$ cat src/rtl/pnsc_pkg.sv
`default_nettype none

package pnsc_pkg;

    // Kind of name selected by the configuration register
    typedef enum logic [1:0] {
        KIND_WORD   = 2'd0,
        KIND_PATH   = 2'd1,
        KIND_DOMAIN = 2'd2,
        KIND_UNUSED = 2'd3
    } name_kind_t;

    // Escape decoder phase
    typedef enum logic [1:0] {
        ESC_NONE  = 2'd0,
        ESC_OPEN  = 2'd1,
        ESC_OCT1  = 2'd2,
        ESC_OCT2  = 2'd3
    } esc_phase_t;

    // Per-name checker state
    typedef struct packed {
        esc_phase_t  escape_phase;
        logic [5:0]  octal_value;
        logic        in_group;
        logic        close_pending;
        logic        prior_was_slash;
        logic        token_started;
        logic        first_token;
        logic [1:0]  token_length;
        logic [7:0]  held_byte;
        logic        failed;
    } pnsc_state_t;

    localparam pnsc_state_t STATE_RESET = '{
        escape_phase:    ESC_NONE,
        octal_value:     6'd0,
        in_group:        1'b0,
        close_pending:   1'b0,
        prior_was_slash: 1'b0,
        token_started:   1'b0,
        first_token:     1'b1,
        token_length:    2'd0,
        held_byte:       8'd0,
        failed:          1'b0
    };

    // Character codes
    localparam logic [7:0] CH_SPACE  = 8'd32;
    localparam logic [7:0] CH_DEL    = 8'd127;
    localparam logic [7:0] CH_LT     = 8'h3C;
    localparam logic [7:0] CH_GT     = 8'h3E;
    localparam logic [7:0] CH_SLASH  = 8'h2F;
    localparam logic [7:0] CH_BSLASH = 8'h5C;

endpackage

`default_nettype wire

$ cat src/rtl/pnsc_step.sv
`default_nettype none

// Next-state and verdict logic for one byte of a name
module pnsc_step
    import pnsc_pkg::*;
(
    input  wire name_kind_t  kind,
    input  wire pnsc_state_t cur,
    input  wire logic [7:0]  data_byte,
    input  wire logic        last_byte,
    output pnsc_state_t      nxt,
    output logic             name_valid
);

    // Reset only the word-level fields
    function automatic pnsc_state_t word_clear(input pnsc_state_t s);
        pnsc_state_t r;
        r = s;
        r.escape_phase    = ESC_NONE;
        r.octal_value     = 6'd0;
        r.in_group        = 1'b0;
        r.close_pending   = 1'b0;
        r.prior_was_slash = 1'b0;
        return r;
    endfunction

    // Word must not end inside an escape, a group or before a required '/'
    function automatic pnsc_state_t word_end(input pnsc_state_t s);
        pnsc_state_t r;
        r = s;
        if (s.escape_phase != ESC_NONE || s.in_group || s.close_pending)
            r.failed = 1'b1;
        return r;
    endfunction

    // One byte through the escape decoder
    function automatic pnsc_state_t word_feed(input pnsc_state_t s, input logic [7:0] c);
        pnsc_state_t r;
        logic        skip;
        logic [8:0]  oct_val;
        r       = s;
        skip    = 1'b0;
        oct_val = {s.octal_value, c[2:0]};
        unique case (s.escape_phase)
            ESC_NONE:
            begin
                if (s.close_pending)
                begin
                    r.close_pending = 1'b0;
                    if (c != CH_SLASH)
                    begin
                        r.failed = 1'b1;
                        skip     = 1'b1;
                    end
                end
                if (!skip)
                begin
                    if (c == CH_BSLASH)
                        r.escape_phase = ESC_OPEN;
                    else
                    begin
                        if ((s.in_group && c == CH_SLASH) || c <= CH_SPACE || c >= CH_DEL)
                            r.failed = 1'b1;
                        r.prior_was_slash = (c == CH_SLASH);
                    end
                end
            end
            ESC_OPEN:
            begin
                r.prior_was_slash = 1'b0;
                r.escape_phase    = ESC_NONE;
                case (c) inside
                    "\\", "$", "+", "?", "*", "@", "x", "X", "a", "A", "-":
                    begin
                    end
                    "{":
                    begin
                        if (!s.prior_was_slash)
                            r.failed = 1'b1;
                        r.in_group = 1'b1;
                    end
                    "}":
                    begin
                        if (!s.in_group)
                            r.failed = 1'b1;
                        r.in_group      = 1'b0;
                        r.close_pending = 1'b1;
                    end
                    "0", "1", "2", "3":
                    begin
                        r.octal_value  = {4'd0, c[1:0]};
                        r.escape_phase = ESC_OCT1;
                    end
                    default:
                        r.failed = 1'b1;
                endcase
            end
            default:
            begin
                // octal digits: '0' through '7'
                if (c[7:3] != 5'b00110)
                begin
                    r.failed       = 1'b1;
                    r.escape_phase = ESC_NONE;
                end
                else if (s.escape_phase == ESC_OCT1)
                begin
                    r.octal_value  = {s.octal_value[2:0], c[2:0]};
                    r.escape_phase = ESC_OCT2;
                end
                else
                begin
                    // printable values may not be written as octal
                    if (oct_val > 9'd32 && oct_val < 9'd127)
                        r.failed = 1'b1;
                    r.escape_phase = ESC_NONE;
                end
            end
        endcase
        return r;
    endfunction

    pnsc_state_t s;

    always_comb
    begin
        s = cur;
        // byte update by kind
        unique case (kind)
            KIND_WORD:
                s = word_feed(s, data_byte);
            KIND_PATH:
            begin
                if (!s.token_started)
                begin
                    s.token_started = 1'b1;
                    if (data_byte != CH_SLASH)
                        s.failed = 1'b1;
                end
                s = word_feed(s, data_byte);
            end
            KIND_DOMAIN:
            begin
                if (s.first_token)
                begin
                    if (data_byte == CH_SPACE)
                    begin
                        if (s.token_length != 2'd3 || s.held_byte != CH_GT)
                            s.failed = 1'b1;
                        s = word_end(s);
                        s.first_token   = 1'b0;
                        s.token_started = 1'b0;
                        s = word_clear(s);
                    end
                    else
                    begin
                        // inner bytes are held one step: the last may be '>'
                        if (s.token_length == 2'd0)
                        begin
                            if (data_byte != CH_LT)
                                s.failed = 1'b1;
                        end
                        else if (s.token_length == 2'd1)
                            s.held_byte = data_byte;
                        else
                        begin
                            s = word_feed(s, cur.held_byte);
                            s.held_byte = data_byte;
                        end
                        if (s.token_length != 2'd3)
                            s.token_length = s.token_length + 2'd1;
                    end
                end
                else if (data_byte == CH_SPACE)
                begin
                    if (!s.token_started)
                        s.failed = 1'b1;
                    s = word_end(s);
                    s.token_started = 1'b0;
                    s = word_clear(s);
                end
                else
                begin
                    if (!s.token_started)
                    begin
                        s.token_started = 1'b1;
                        if (data_byte != CH_SLASH)
                            s.failed = 1'b1;
                    end
                    s = word_feed(s, data_byte);
                end
            end
            default:
                s.failed = 1'b1;
        endcase

        // end-of-name checks
        if (last_byte)
        begin
            unique case (kind)
                KIND_WORD, KIND_PATH:
                    s = word_end(s);
                KIND_DOMAIN:
                begin
                    if (s.first_token)
                    begin
                        if (s.token_length != 2'd3 || s.held_byte != CH_GT)
                            s.failed = 1'b1;
                    end
                    else if (!s.token_started)
                        s.failed = 1'b1;
                    s = word_end(s);
                end
                default:
                    s.failed = 1'b1;
            endcase
        end

        name_valid = !s.failed;
        nxt        = last_byte ? STATE_RESET : s;
    end

endmodule

`default_nettype wire

$ cat config.mk
export PLATFORM = sky130hd
export DESIGN_NAME = pnsc_step
export DESIGN_NICKNAME = d
export VERILOG_FILES = /design/src/rtl/pnsc_pkg.sv /design/src/rtl/pnsc_step.sv
export SDC_FILE = /design/constraint.sdc
export NUM_CORES = 1
export LEC_CHECK = 0
export ABC_AREA = 1
export ABC_CLOCK_PERIOD_IN_PS = 5450
export BUFFER_PORTS_ARGS = -buffer_cell sky130_fd_sc_hd__buf_2
export CAP_MARGIN = 30
export CELL_PAD_IN_SITES_DETAIL_PLACEMENT = 1
export CELL_PAD_IN_SITES_GLOBAL_PLACEMENT = 1
export CORE_ASPECT_RATIO = 1.75
export CORE_MARGIN = 1
export CORE_UTILIZATION = 37
export DETAILED_ROUTE_END_ITERATION = 6
export PLACE_DENSITY_LB_ADDON = 0.1
export REMOVE_ABC_BUFFERS = 1
export SLEW_MARGIN = 20
export SYNTH_ARGS = -nofsm -noshare
export SYNTH_HDL_FRONTEND = slang
export SYNTH_SLANG_ARGS = --single-unit
$ cat constraint.sdc
create_clock -name vclk -period 5.45
set_clock_uncertainty 0.2 [all_clocks]
set_input_delay 1.09 -clock vclk [all_inputs]
set_output_delay 1.09 -clock vclk [all_outputs]
set_load 0.01 [all_outputs]
* Yosys cells after proc, flatten, opt, wreduce, memory -nomap -nowiden
Cells that the tools add are included.
** Storage, ports and cells
- Bits in registers :: 0
- Bits of input ports :: 35
- Output and inout port bits :: 25
** Operators by class
- Add/sub/neg operators :: 1
- Order comparisons :: 8
- Equality and inequality tests :: 52
- Mux-type cells :: 155
- Reductions and logical operators :: 25
** Operator list (count)
- 8-bit by 6-bit == test with 1-bit output, second input constant :: 21
- 8-bit by 7-bit == test with 1-bit output, second input constant :: 16
- 1-bit two-way mux :: 107
- 24-bit two-way mux :: 4
- 23-bit two-way mux :: 4
- 23-bit case mux with 3 select lines :: 1
- 8-bit two-way mux :: 8
- 8-bit by 6-bit inequality test with 1-bit output, second input constant :: 5
- 2-bit case mux with 2 select lines :: 8
- 6-bit two-way mux :: 4
- 6-bit case mux with 2 select lines :: 2
- 11-bit OR reduction :: 2
- 2-bit two-way mux :: 10
- 9-bit by 6-bit greater-than comparator with 1-bit output, second input constant :: 2
- 9-bit by 7-bit less-than comparator with 1-bit output, second input constant :: 2
- 8-bit by 7-bit greater-or-equal comparator with 1-bit output, second input constant :: 2
- 8-bit by 6-bit less-or-equal comparator with 1-bit output, second input constant :: 2
- 15-bit two-way mux :: 1
- 1-bit logical OR :: 10
- 5-bit by 3-bit inequality test with 1-bit output, second input constant :: 2
- 1-bit case mux with 2 select lines :: 5
- 4-bit OR reduction :: 2
- 2-bit by 1-bit == test with 1-bit output, second input constant :: 3
- 2-bit zero test :: 3
- other kinds (8) :: 15

* Depth between registers and ports, before layout
- Depth after elaboration :: 29
- Depth in mapped cells :: 17
- Mapped depth without buffers :: 17

* Worst setup path after synthesis
OpenSTA, ideal clock, no wires.
- Path type :: in2out
- From :: in cur[23] (netlist bit)
- To :: out nxt[0] (netlist bit)
- Arrival :: 2455 ps
- Required time :: 4160 ps
- Setup slack :: 1705 ps
- Cell stages on the path :: 11
- Cells stage by stage :: buf_4 -> inv_2 -> nor2_2 -> nor3_1 -> o31ai_1 -> o21ai_0 -> o21a_1 -> nand2_1 -> o21ai_0 -> inv_1 -> a21oi_1
** RTL lines
- start: declaration :: RTL line pnsc_step.sv:8 : input wire pnsc_state_t cur,
- end: declaration :: RTL line pnsc_step.sv:11 : output pnsc_state_t nxt,

* Worst setup path in the final report
- From :: in cur[10] (netlist bit)
- To :: out name_valid
** On the way
- Word-level cells in the longest chain between the ends :: 18
** RTL lines
- 2-bit zero test / 15-bit two-way mux (equally long branches) :: RTL line pnsc_step.sv:158, pnsc_step.sv:163
- 23-bit two-way mux :: RTL line pnsc_step.sv:158 : if (s.token_length == 2'd0)
- 23-bit two-way mux :: RTL line pnsc_step.sv:146 : if (data_byte == CH_SPACE)
- 23-bit two-way mux :: RTL line pnsc_step.sv:144 : if (s.first_token)
- 23-bit two-way mux :: RTL line pnsc_step.sv:129 : unique case (kind)
- 2-bit by 1-bit adder with 2-bit output / 2-bit inequality test (equally long branches) :: RTL line pnsc_step.sv:171, pnsc_step.sv:170
- 2-bit two-way mux :: RTL line pnsc_step.sv:170 : if (s.token_length != 2'd3)
- 24-bit two-way mux :: RTL line pnsc_step.sv:146
- (+2 left out)
- 2-bit inequality test :: RTL line pnsc_step.sv:207 : if (s.token_length != 2'd3 || s.held_byte != CH_GT)
- 1-bit logical OR :: RTL line pnsc_step.sv:207
- 1-bit two-way mux :: RTL line pnsc_step.sv:207
- 1-bit two-way mux :: RTL line pnsc_step.sv:205 : if (s.first_token)
- 1-bit two-way mux :: RTL line pnsc_step.sv:31 : if (s.escape_phase != ESC_NONE || s.in_group || s.close_pending)
- 1-bit case mux with 2 select lines :: RTL line pnsc_step.sv:200 : unique case (kind)
- 1-bit two-way mux (*) :: RTL line pnsc_step.sv:198 : if (last_byte)
- 1-bit zero test (*) :: RTL line pnsc_step.sv:219 : name_valid = !s.failed;
- end: declaration :: RTL line pnsc_step.sv:12 : output logic name_valid
Every way passes the cells marked *; elsewhere a longest branch is shown, timed or not. The select of a mux whose other input is x is not followed.

==> impl_metrics.env <==
export IMPL_outcome="finished, final reports clean"
export IMPL_grt_pass1_vias=3062
export IMPL_seq_area_um2=0
export IMPL_nNetsFinal=482
export IMPL_startpoint="cur[10]"
export IMPL_hold_viol=0
export IMPL_place_port_buffers=60
export IMPL_drt_total_wl_um=9330
export IMPL_seq_cells=0
export IMPL_power_share_switching_pct=68.1
export IMPL_final_layout_size_suffix_gt1_share_pct=19.3
export IMPL_num_antenna_cells=0
export IMPL_yosys_warnings=0
export IMPL_die_w_um=56.6
export IMPL_internal_power_uw=51.9
export IMPL_first_pass_iters=4
export IMPL_avgSynthCellArea_um2=4.89
export IMPL_postRouteAntennaNets=0
export IMPL_chipHeight_um=97.6
export IMPL_vdd_ir_drop_max_uv=49.0
export IMPL_crit_required_ns=4.16
export IMPL_grt_total_usage_pct=34.1
export IMPL_setup_violations=0
export IMPL_via_count=3060
export IMPL_synth_cell_types=38
export IMPL_crit_type="in -> out"
export IMPL_syn_cell_area_um2=1930
export IMPL_fmax_mhz=219
export IMPL_finalSetupTns_ns=0
export IMPL_post_dp_hpwl_um=7870
export IMPL_final_common_cell="nand2_1"
export IMPL_synth_top_family_by_area="simple AND/OR/NAND/NOR gates"
export IMPL_switching_power_uw=111
export IMPL_drc=0
export IMPL_rows=34
export IMPL_finalCriticalPeriod_ns=4.56
export IMPL_start_kind="input port"
export IMPL_n_clock_buffer=0
export IMPL_yosysSeqAreaShare_pct=0
export IMPL_power_density_nw_per_um2=72.5
export IMPL_fin_crit_sh_pct=83.7
export IMPL_cts_resized=0
export IMPL_grt_pass1_wl_um=15000
export IMPL_synthMuxAreaShare_pct=0
export IMPL_io_pin_count=60
export IMPL_finalPower_uw=163
export IMPL_core_region_area_um2=4980
export IMPL_drv_slew=0
export IMPL_routed_via_density=6.13
export IMPL_drt_iter0_drc=119
export IMPL_yosys_area_share_adder_pct=0
export IMPL_clockPowerShare_pct=0
export IMPL_postCtsHoldBufs=0
export IMPL_arrival_ns=3.27
export IMPL_maxSlewHeadroom_pct=56.9
export IMPL_post_cts_setup_buffer_count=0
export IMPL_end_kind="primary output"
export IMPL_grt_max_degree=22
export IMPL_initial_core_util_pct=38.8
export IMPL_cap_violations=0
export IMPL_yosys_area_share_simple_pct=50.3
export IMPL_area_growth_pct=16.3
export IMPL_wl_per_cell_um=18.7
export IMPL_cp_max_fo=17
export IMPL_synth_compound_area_share_pct=35.3
export IMPL_rsz0062_at_grt="no"
export IMPL_tightest_slew_ns=0.642
export IMPL_gp_congestion=1.01
export IMPL_fp_dieArea_um2=5520
export IMPL_leakage_uw=0.00113
export IMPL_syn_inst=395
export IMPL_overflow=0
export IMPL_combPwrFrac_pct=100.0
export IMPL_hp_class="in -> out"
export IMPL_synth_xor_area_share_pct=0
export IMPL_crit_end="name_valid"
export IMPL_antenna_found_initial=0
export IMPL_final_cell_mix="nand2_1, buf_2, nor2_1"
export IMPL_pwr_share_seq_pct=0
## routing by layer
layer | vias to the layer above | track usage, % | wire (um)
li1 | 1468 | - | -
met3 | 35 | 1.86 | 254
met2 | 90 | 64.1 | 4820
met5 | - | 0 | 0
met4 | 0 | 19.5 | 677
met1 | 1467 | 35.8 | 3580
## cells in the mapped netlist (3+ instances only)
| cell type | count | area share, % |
|---|---|---|
| nand3_1 | 28 | 7.3 |
| a21oi_1 | 24 | 6.2 |
| inv_1 | 50 | 9.7 |
| a211oi_1 | 4 | 1.6 |
| nand2_1 | 96 | 19 |
| nor2_2 | 7 | 2.3 |
| o22ai_1 | 4 | 1.3 |
| nand4_1 | 11 | 3.6 |
| inv_2 | 8 | 1.6 |
| nand2_2 | 4 | 1.3 |
| nor2_1 | 52 | 10 |
| clkbuf_1 | 6 | 1.2 |
| o211ai_1 | 10 | 3.9 |
| o21ai_0 | 33 | 8.6 |
| o21ai_1 | 3 | 0.78 |
| o221ai_1 | 12 | 5.4 |
| a31oi_1 | 5 | 1.6 |
| nor3_1 | 14 | 3.6 |
## critical path, stage by stage
cell and delay (ns):
buf_2 0.31, inv_2 0.19, nand2_1 0.29, nand4_4 0.24, o21ai_0 0.35, nand2_1 0.09, nor2_1 0.12, a21oi_1 0.11
nor2_1 0.10, nand4_1 0.09, a21oi_1 0.14, buf_2 0.15
## through the flow
step / cell area, um2 / hold WS, ns / setup slack, ns / utilization, % / cells
finish: 2240 / 2.39 / 0.888 / 45.1 / 499
global route: 2240 / 2.42 / 0.773 / 45.1 / 499
CTS: 2240 / 2.39 / 0.904 / 45.1 / 499
detailed placement: 2240 / 2.39 / 0.912 / 45.1 / 499
global placement: 2240 / 2.37 / 0.914 / 45.1 / 499
floorplan: 1870 / 2.02 / 1.60 / - / 384
## how the worst min path moves through the flow
stage,from,to,slack [ns],depth (start not counted)
after floorplan,last_byte,nxt[0],2.02,1
after global placement,kind[0],nxt[12],2.37,4
after detailed placement,kind[0],nxt[12],2.39,4
after CTS,kind[0],nxt[12],2.39,4
after global routing,cur[6],nxt[6],2.42,4
final,kind[0],nxt[12],2.39,4
## power by group through the flow
stage	clock network [uW]	logic [uW]	registers, uW
detailed placement	0	160	0
CTS	0	161	0
global route	0	180	0
global placement	0	158	0
floorplan	0	89.7	0
finish	0	163	0
## final cells by class
cell class / instances / area, um2
Multi-Input combinational cell: 326 / 1650
Tap cell: 54 / 67.6
Inverter: 58 / 218
Fill cell: 830 / 2730
Timing Repair Buffer: 61 / 308
## kinds of logic after synthesis
kind of cell,count (synthesis)
AOI/OAI and AO/OA,108
buffers and inverters,69
and+or+nand+nor,218
Note: power is estimated with default switching activity, not from simulation.
